===== src/sv/mzma_pkg.sv =====
// ----------------------------------------------------------------------------
// mzma_pkg
// Types, constants and slot field helpers for the motion aggregator.
// ----------------------------------------------------------------------------
package mzma_pkg;

  localparam int ZONE_SLOTS_DEF = 4;
  localparam int MASK_SLOTS     = 4;   // slots the valid mask can select

  // configuration register indexes
  localparam int          CFG_IDX_W = 3;
  localparam int          CFG_DATA_W = 36;
  localparam logic [2:0]  CFG_ENABLE = 3'd0;
  localparam logic [2:0]  CFG_MASK   = 3'd1;
  localparam logic [2:0]  CFG_IDS    = 3'd2;
  localparam logic [2:0]  CFG_PRIO   = 3'd3;
  localparam logic [2:0]  CFG_SENS   = 3'd4;

  // arithmetic widths
  localparam int W_W    = 17;             // priority weight, Q1.16
  localparam int NUM_W  = 27;             // sum of s*W over four slots
  localparam int DEN_W  = 19;             // sum of W over four slots
  localparam int QUO_W  = 17;             // divider quotient
  localparam int DVD_W  = DEN_W + QUO_W;  // divider dividend
  localparam logic [W_W-1:0] W_ONE     = 17'h10000;
  localparam logic [20:0]    DIV10_M   = 21'd1677722;  // ceil(2^24/10)
  localparam logic [7:0]     NO_ZONE   = 8'hFF;

  typedef struct packed {
    logic [3:0]  motion_bits;
    logic [31:0] timestamp;
    logic        clear_stats;
    logic [1:0]  stat_zone;
  } in_beat_t;

  typedef struct packed {
    logic        motion_detected;
    logic [2:0]  active_count;
    logic [3:0]  active_mask;
    logic [7:0]  top_zone_id;
    logic [15:0] confidence;
    logic [31:0] stat_count;
    logic [15:0] stat_average;
    logic [31:0] stat_last_time;
    logic        stat_active;
  } out_beat_t;

  typedef struct packed {
    logic             done;
    logic [QUO_W-1:0] quotient;
  } div_sts_t;

  typedef enum logic [2:0] {
    ST_IDLE,
    ST_WGO,
    ST_WWAIT,
    ST_SCAN,
    ST_STAT,
    ST_DGO,
    ST_DWAIT,
    ST_FIN
  } state_t;

  function automatic logic [7:0] byte_of(logic [31:0] r, logic [1:0] k);
    return r[8*k +: 8];
  endfunction

  function automatic logic [8:0] sens_of(logic [35:0] r, logic [1:0] k);
    logic [8:0] s;
    s = r[9*k +: 9];
    return (s > 9'd256) ? 9'd256 : s;
  endfunction

endpackage


===== src/sv/mzma_div.sv =====
// ----------------------------------------------------------------------------
// mzma_div
// Restoring divider, one quotient bit a cycle. The caller guarantees that the
// quotient fits in QUO_W bits, so the partial remainder starts at the top bits.
// ----------------------------------------------------------------------------
module mzma_div (
  input  logic                          clk,
  input  logic                          rst_n,
  input  logic                          start,
  input  logic [mzma_pkg::DVD_W-1:0]    dividend,
  input  logic [mzma_pkg::DEN_W-1:0]    divisor,
  output mzma_pkg::div_sts_t            sts
);

  localparam int DEN_W = mzma_pkg::DEN_W;
  localparam int QUO_W = mzma_pkg::QUO_W;
  localparam int DVD_W = mzma_pkg::DVD_W;
  localparam int CNT_W = $clog2(QUO_W + 1);

  logic [CNT_W-1:0] cnt_r, cnt_nxt;
  logic             done_r, done_nxt;
  logic [DEN_W-1:0] rem_r, rem_nxt;
  logic [DEN_W-1:0] dsr_r, dsr_nxt;
  logic [QUO_W-1:0] quo_r, quo_nxt;
  logic [DEN_W:0]   trial;
  logic             ge;

  always_ff @(posedge clk) begin
    if (!rst_n) begin
      cnt_r  <= '0;
      done_r <= 1'b0;
    end else begin
      cnt_r  <= cnt_nxt;
      done_r <= done_nxt;
    end
  end

  always_ff @(posedge clk) begin
    rem_r <= rem_nxt;
    dsr_r <= dsr_nxt;
    quo_r <= quo_nxt;
  end

  always_comb begin
    trial    = {rem_r, quo_r[QUO_W-1]};
    ge       = (trial >= {1'b0, dsr_r});
    cnt_nxt  = cnt_r;
    done_nxt = 1'b0;
    rem_nxt  = rem_r;
    dsr_nxt  = dsr_r;
    quo_nxt  = quo_r;
    if (start) begin
      rem_nxt = dividend[DVD_W-1:QUO_W];
      quo_nxt = dividend[QUO_W-1:0];
      dsr_nxt = divisor;
      cnt_nxt = CNT_W'(QUO_W);
    end else if (cnt_r != '0) begin
      rem_nxt  = ge ? DEN_W'(trial - {1'b0, dsr_r}) : trial[DEN_W-1:0];
      quo_nxt  = {quo_r[QUO_W-2:0], ge};
      cnt_nxt  = cnt_r - 1'b1;
      done_nxt = (cnt_r == CNT_W'(1));
    end
  end

  assign sts.done     = done_r;
  assign sts.quotient = quo_r;

endmodule


===== config.mk =====
export PLATFORM = sky130hd
export DESIGN_NAME = mzma_div
export DESIGN_NICKNAME = d
export VERILOG_FILES = /design/src/sv/mzma_pkg.sv /design/src/sv/mzma_div.sv
export SDC_FILE = /design/constraint.sdc
export NUM_CORES = 1
export LEC_CHECK = 0
export ABC_AREA = 1
export CAP_MARGIN = 0
export CORE_ASPECT_RATIO = 0.8
export CORE_UTILIZATION = 25
export DETAILED_ROUTE_END_ITERATION = 6
export DONT_BUFFER_PORTS = 1
export PLACE_DENSITY = 0.43
export SLEW_MARGIN = 10
export SYNTH_ARGS = -nofsm -noshare
export SYNTH_HDL_FRONTEND = slang
export SYNTH_SLANG_ARGS = --single-unit

===== constraint.sdc =====
create_clock -name clk -period 4.9 [get_ports clk]
set_input_delay 0.49 -clock clk [delete_from_list [all_inputs] [get_ports clk]]
set_output_delay 0.49 -clock clk [all_outputs]
set_load 0.03 [all_outputs]

# Word-level counts from Yosys, hierarchy flattened
# Cells that the tools add are included.
dict set report word_totals {
  regBits 61
  latchBits 0
  ram_bits 0
  romBits 0
  in_bits 58
  out_inout_bits 18
  mem_count 0
}
dict set report op_classes {
  n_addsub 2
  mul 0
  div_mod_pow 0
  order_cmp 1
  eq_ne 1
  shift 0
  mux 7
  bitwise 2
  reduce_logical 4
}
# cell count
set op_table {}
lappend op_table {{19-bit 2-to-1 mux} 3}
lappend op_table {{17-bit 2-to-1 mux} 2}
lappend op_table {{20-bit by 19-bit greater-or-equal comparator with 1-bit output} 1}
lappend op_table {{19-bit subtractor} 1}
lappend op_table {{5-bit 2-to-1 mux} 2}
lappend op_table {{5-bit by 1-bit == test with 1-bit output (second input constant)} 1}
lappend op_table {{5-bit nonzero test} 1}
lappend op_table {{5-bit by 1-bit subtractor with 5-bit output (second input constant)} 1}
lappend op_table {{3-bit OR reduction} 1}
lappend op_table {{1-bit inverter} 2}
lappend op_table {{2-bit nonzero test} 1}
lappend op_table {{2-bit OR reduction} 1}

# Longest topological paths before layout
dict set report depth {
  depth_word 4
  depth_mapped 14
}

# Worst setup path before layout
# No wires, ideal clock.
dict set report synth_path {
  kind {reg2reg}
  startpoint {register quo_r[16]}
  endpoint {register rem_r[10] (data pin)}
  setup_time_ps 254
  t_arrival_ps 2089
  required_ps 4646
  path_slack_ps 2557
  path_stages_with_launch 15
  path_cell_list {edfxtp_1 inv_1 ha_1 fa_1 inv_1 nand3_1 nand2_1 nand2_1 nand3_1 nand2_2 nand2_4 buf_6 nand3_1 nand3_1 nand2_1}
}
dict set report synth_via {
  elab_chain_cells 4
}
# item line
set synth_rtl {}
lappend synth_rtl {{start, declared} mzma_div.sv:24} ;# logic [QUO_W-1:0] quo_r, quo_nxt;
lappend synth_rtl {{start signal, assigned} mzma_div.sv:41} ;# quo_r <= quo_nxt;
lappend synth_rtl {{19-bit subtractor or 20-bit by 19-bit greater-or-equal comparator with 1-bit output (tied branches)} {mzma_div.sv:58, mzma_div.sv:46}}
lappend synth_rtl {{19-bit 2-to-1 mux (*)} mzma_div.sv:58} ;# rem_nxt = ge ? DEN_W'(trial - {1'b0, dsr_r}) : trial[DEN_W-1:0];
lappend synth_rtl {{19-bit 2-to-1 mux (*)} mzma_div.sv:57} ;# end else if (cnt_r != '0) begin
lappend synth_rtl {{19-bit 2-to-1 mux (*)} mzma_div.sv:52} ;# if (start) begin
lappend synth_rtl {{via rem_nxt[10]} mzma_div.sv:22} ;# logic [DEN_W-1:0] rem_r, rem_nxt;
lappend synth_rtl {{end signal, assigned} mzma_div.sv:39} ;# rem_r <= rem_nxt;
lappend synth_rtl {{end, declared} mzma_div.sv:22}
# Mark *: on every way through the listed nets, which the timed path passes. The rest lies on a longest branch. The select of a mux whose other input is x is not followed.
# A chain may end at the register's enable or synchronous reset.

# Worst setup path in the final report
dict set report layout_path {
  startpoint {register quo_r[16]}
  endpoint {register rem_r[18] (data pin)}
}
# The elaborated chain is that of the path after synthesis.

==> run metrics <==
status=finished, final reports clean; most frequent cells in the layout=nand2_1 (207), inv_1 (76), edfxtp_1 (55), nand3_1 (46), nor2_1 (32); area leader, netlist=edfxtp_1; TNS Setup=0 ns; clock tree sinks=61; Mapped Cells=523; clk_skew=about 0.011 ns; worst hold start=divisor[15]; cts hold-fix bufs=0; Mapped Nets=604; Root Buffer=clkbuf_16; Die H=around 110 microns; Setup Buffers After CTS=0; Final Critical Period=3.04 ns; DR pass1 iterations=5; Clk Latency, worst-skew pair=~0.34 ns; Yosys reg bits=61; maximum vdd drop=0.000203 V; Final period util=0.621; CP endpoint kind=register; worst-margin pin slew=0.761 ns; CP startpoint=quo_r[16]; CTS tree=done; Worst path max stage delay=0.56 ns; Max-cap violations=0; Post-Synth Adder-Cell Area=0.0745; Ys Warns=0; DRT antenna net count=0; DRT Wirelength=9970 microns; vias in the first global route=3203; GPL Wtd Cong=around 0.86; Starting Density=0.260; gr usage total=0.134; detailed placement HPWL=~7400 microns; row count=40; WS Path Type=reg2reg; Pwr per Cell Area=614 mW/mm^2; Synth top area share=0.417; Worst-path clk slew=roughly 0.06 ns; main combinational cell family by area after synthesis=simple AND/OR/NAND/NOR gates; vias per cell=4.37; Area Overhead vs Synth=12.8%; post-synthesis compound-gate area fraction=0.0309; first-pass GRT wire length=~16000 microns; Lkg Pwr=0.00215 uW; fillers=1662; wire length per cell=13.5 microns; startpoint type of the worst setup path=register; Highest Clock Rate=329 MHz; CTS-repair resized insts=0; Final Hold Viols=0; fin. max-slew vios=0; critical-path cell list=inv_1 > ha_1 > fa_1 > inv_1 > nand3_1 > nand2_1 > nand2_1 > nand3_1 > nand2_2 > nand2_4 > nand2_1 > nand2_1 > nand2_1 > nand2_1; Avg Cell Area, Syn=7.58 sq um; # IOs=76; worst path buffer plus inverter count=2; CP max stage cell=edfxtp_1; RSZ-0062 raised after global routing=false; HP Class=in2reg; number of CTS-inserted buffers=9; IO Port Bufs=0; H-Tree Depth=3; die extent in x=143 microns; Req. time, crit path=5.11 ns; R2R Path Start=quo_r[16]; Relative slew margins=0.492; crit path max fanout=25; Top delay family on crit path=simple AND/OR/NAND/NOR gates; xor/xnor share of the synthesized area=0.0221; n_diodes=0; CORE AREA=0.0153 sq mm; Final nets=604; post-synth cell types=29; grt ovf=0; initial antenna violation count=0; commonest non-fill, non-tap cell in the layout=nand2_1; largest net degree at the start of global routing=59; fin util=0.293; Synth Area in Simple Gates=0.333; Setup Viol. Count Final=0; Die ar.=around 0.016 sq mm; post-synthesis sequential area ratio=0.447; CTS Buffer Depth=2; Most common cell on crit path=nand2_1; DR DRC count=0; Worst EP arrival=between 3 and 4 ns; post-synthesis mux area share=0; layout cells sized above 1=0.0530; largest cells by area after synthesis=edfxtp_1 (42%), nand2_1 (20%), inv_1 (7.2%), ha_1 (6.9%), nand3_1 (5.8%); Synth Cell Area=0.00397 sq mm; violation count after the first detailed-route iteration=around 170; via count=3225
==> stage by stage <==
step / total power [uW] / hold WS, ns / worst slack (ns) / instances / instance area [sq um]
global route: 3000 / 0.219 / 1.56 / 738 / 4470
global placement: 2100 / 0.511 / 1.93 / 722 / 4170
CTS: 2780 / 0.221 / 1.82 / 738 / 4470
detailed placement: 2100 / 0.521 / 1.86 / 722 / 4170
floorplan: 1840 / 0.485 / 2.56 / 523 / 3970
finish: 2750 / 0.238 / 1.86 / 738 / 4470
==> Yosys cell counts, drive strengths merged <==
master,instances
nor4,1
fa,1
and2,1
a21oi,13
or2,1
a211oi,1
o21ai,10
clkbuf,5
nand3,46
inv,79
buf,8
edfxtp,55
nor2,33
xnor2,8
nand3b,10
ha,22
nand2,212
nor3,4
nand4,5
dfxtp,6
xor2,2
==> cells by family after synthesis <==
family / count (synthesis)
adders and majority gates: 23
and+or+nand+nor: 313
AOI/OAI and AO/OA: 24
DFF: 61
buffers and inverters: 92
xor gates and xnor gates: 10
==> worst paths after layout <==
check	to	slack (ns)	cells after the start
setup / recovery	rem_r[18]	1.86	14
hold / removal	dsr_r[15]	0.24	0
setup reg to reg	rem_r[18]	1.86	14
hold reg to reg	cnt_r[3]	0.53	2
==> registers in the layout, indices dropped and copies added (netlist names) <==
register  flops
done_r        1
quo_r        17
rem_r        19
cnt_r         5
dsr_r        19
==> power breakdown <==
group          total [uW]  internal, uW  leakage [uW]  switching (uW)
clock                 654           398      0.000143             256
combinational        1220           434       0.00139             782
sequential            878           742      0.000616             136
==> final cells by class <==
type,count,area (sq um),area share
Tap cell,210,263,0.0587
Timing Repair Buffer,2,15.0,0.00336
Inverter,79,297,0.0663
Multi-Input combinational cell,370,1830,0.408
Clock inverter,6,72.6,0.0162
Sequential cell,61,1770,0.396
Clock buffer,10,229,0.0512
==> per-layer routing <==
metal	routed length, microns	global-route usage	vias up
li1	-	-	1666
met1	5070	0.182	1446
met2	3820	0.183	99
met3	909	0.0594	14
met4	174	0.0538	0
met5	0	0	-
==> worst reg2reg max path, stage by stage (launching register included) <==
cell and delay, ns:
edfxtp_1 0.56, inv_1 0.09, ha_1 0.23, fa_1 0.42, inv_1 0.12, nand3_1 0.08
nand2_1 0.14, nand2_1 0.09, nand3_1 0.11, nand2_2 0.23, nand2_4 0.34, nand2_1 0.27
nand2_1 0.11, nand2_1 0.06, nand2_1 0.05
(Power assumes the default switching activity.)
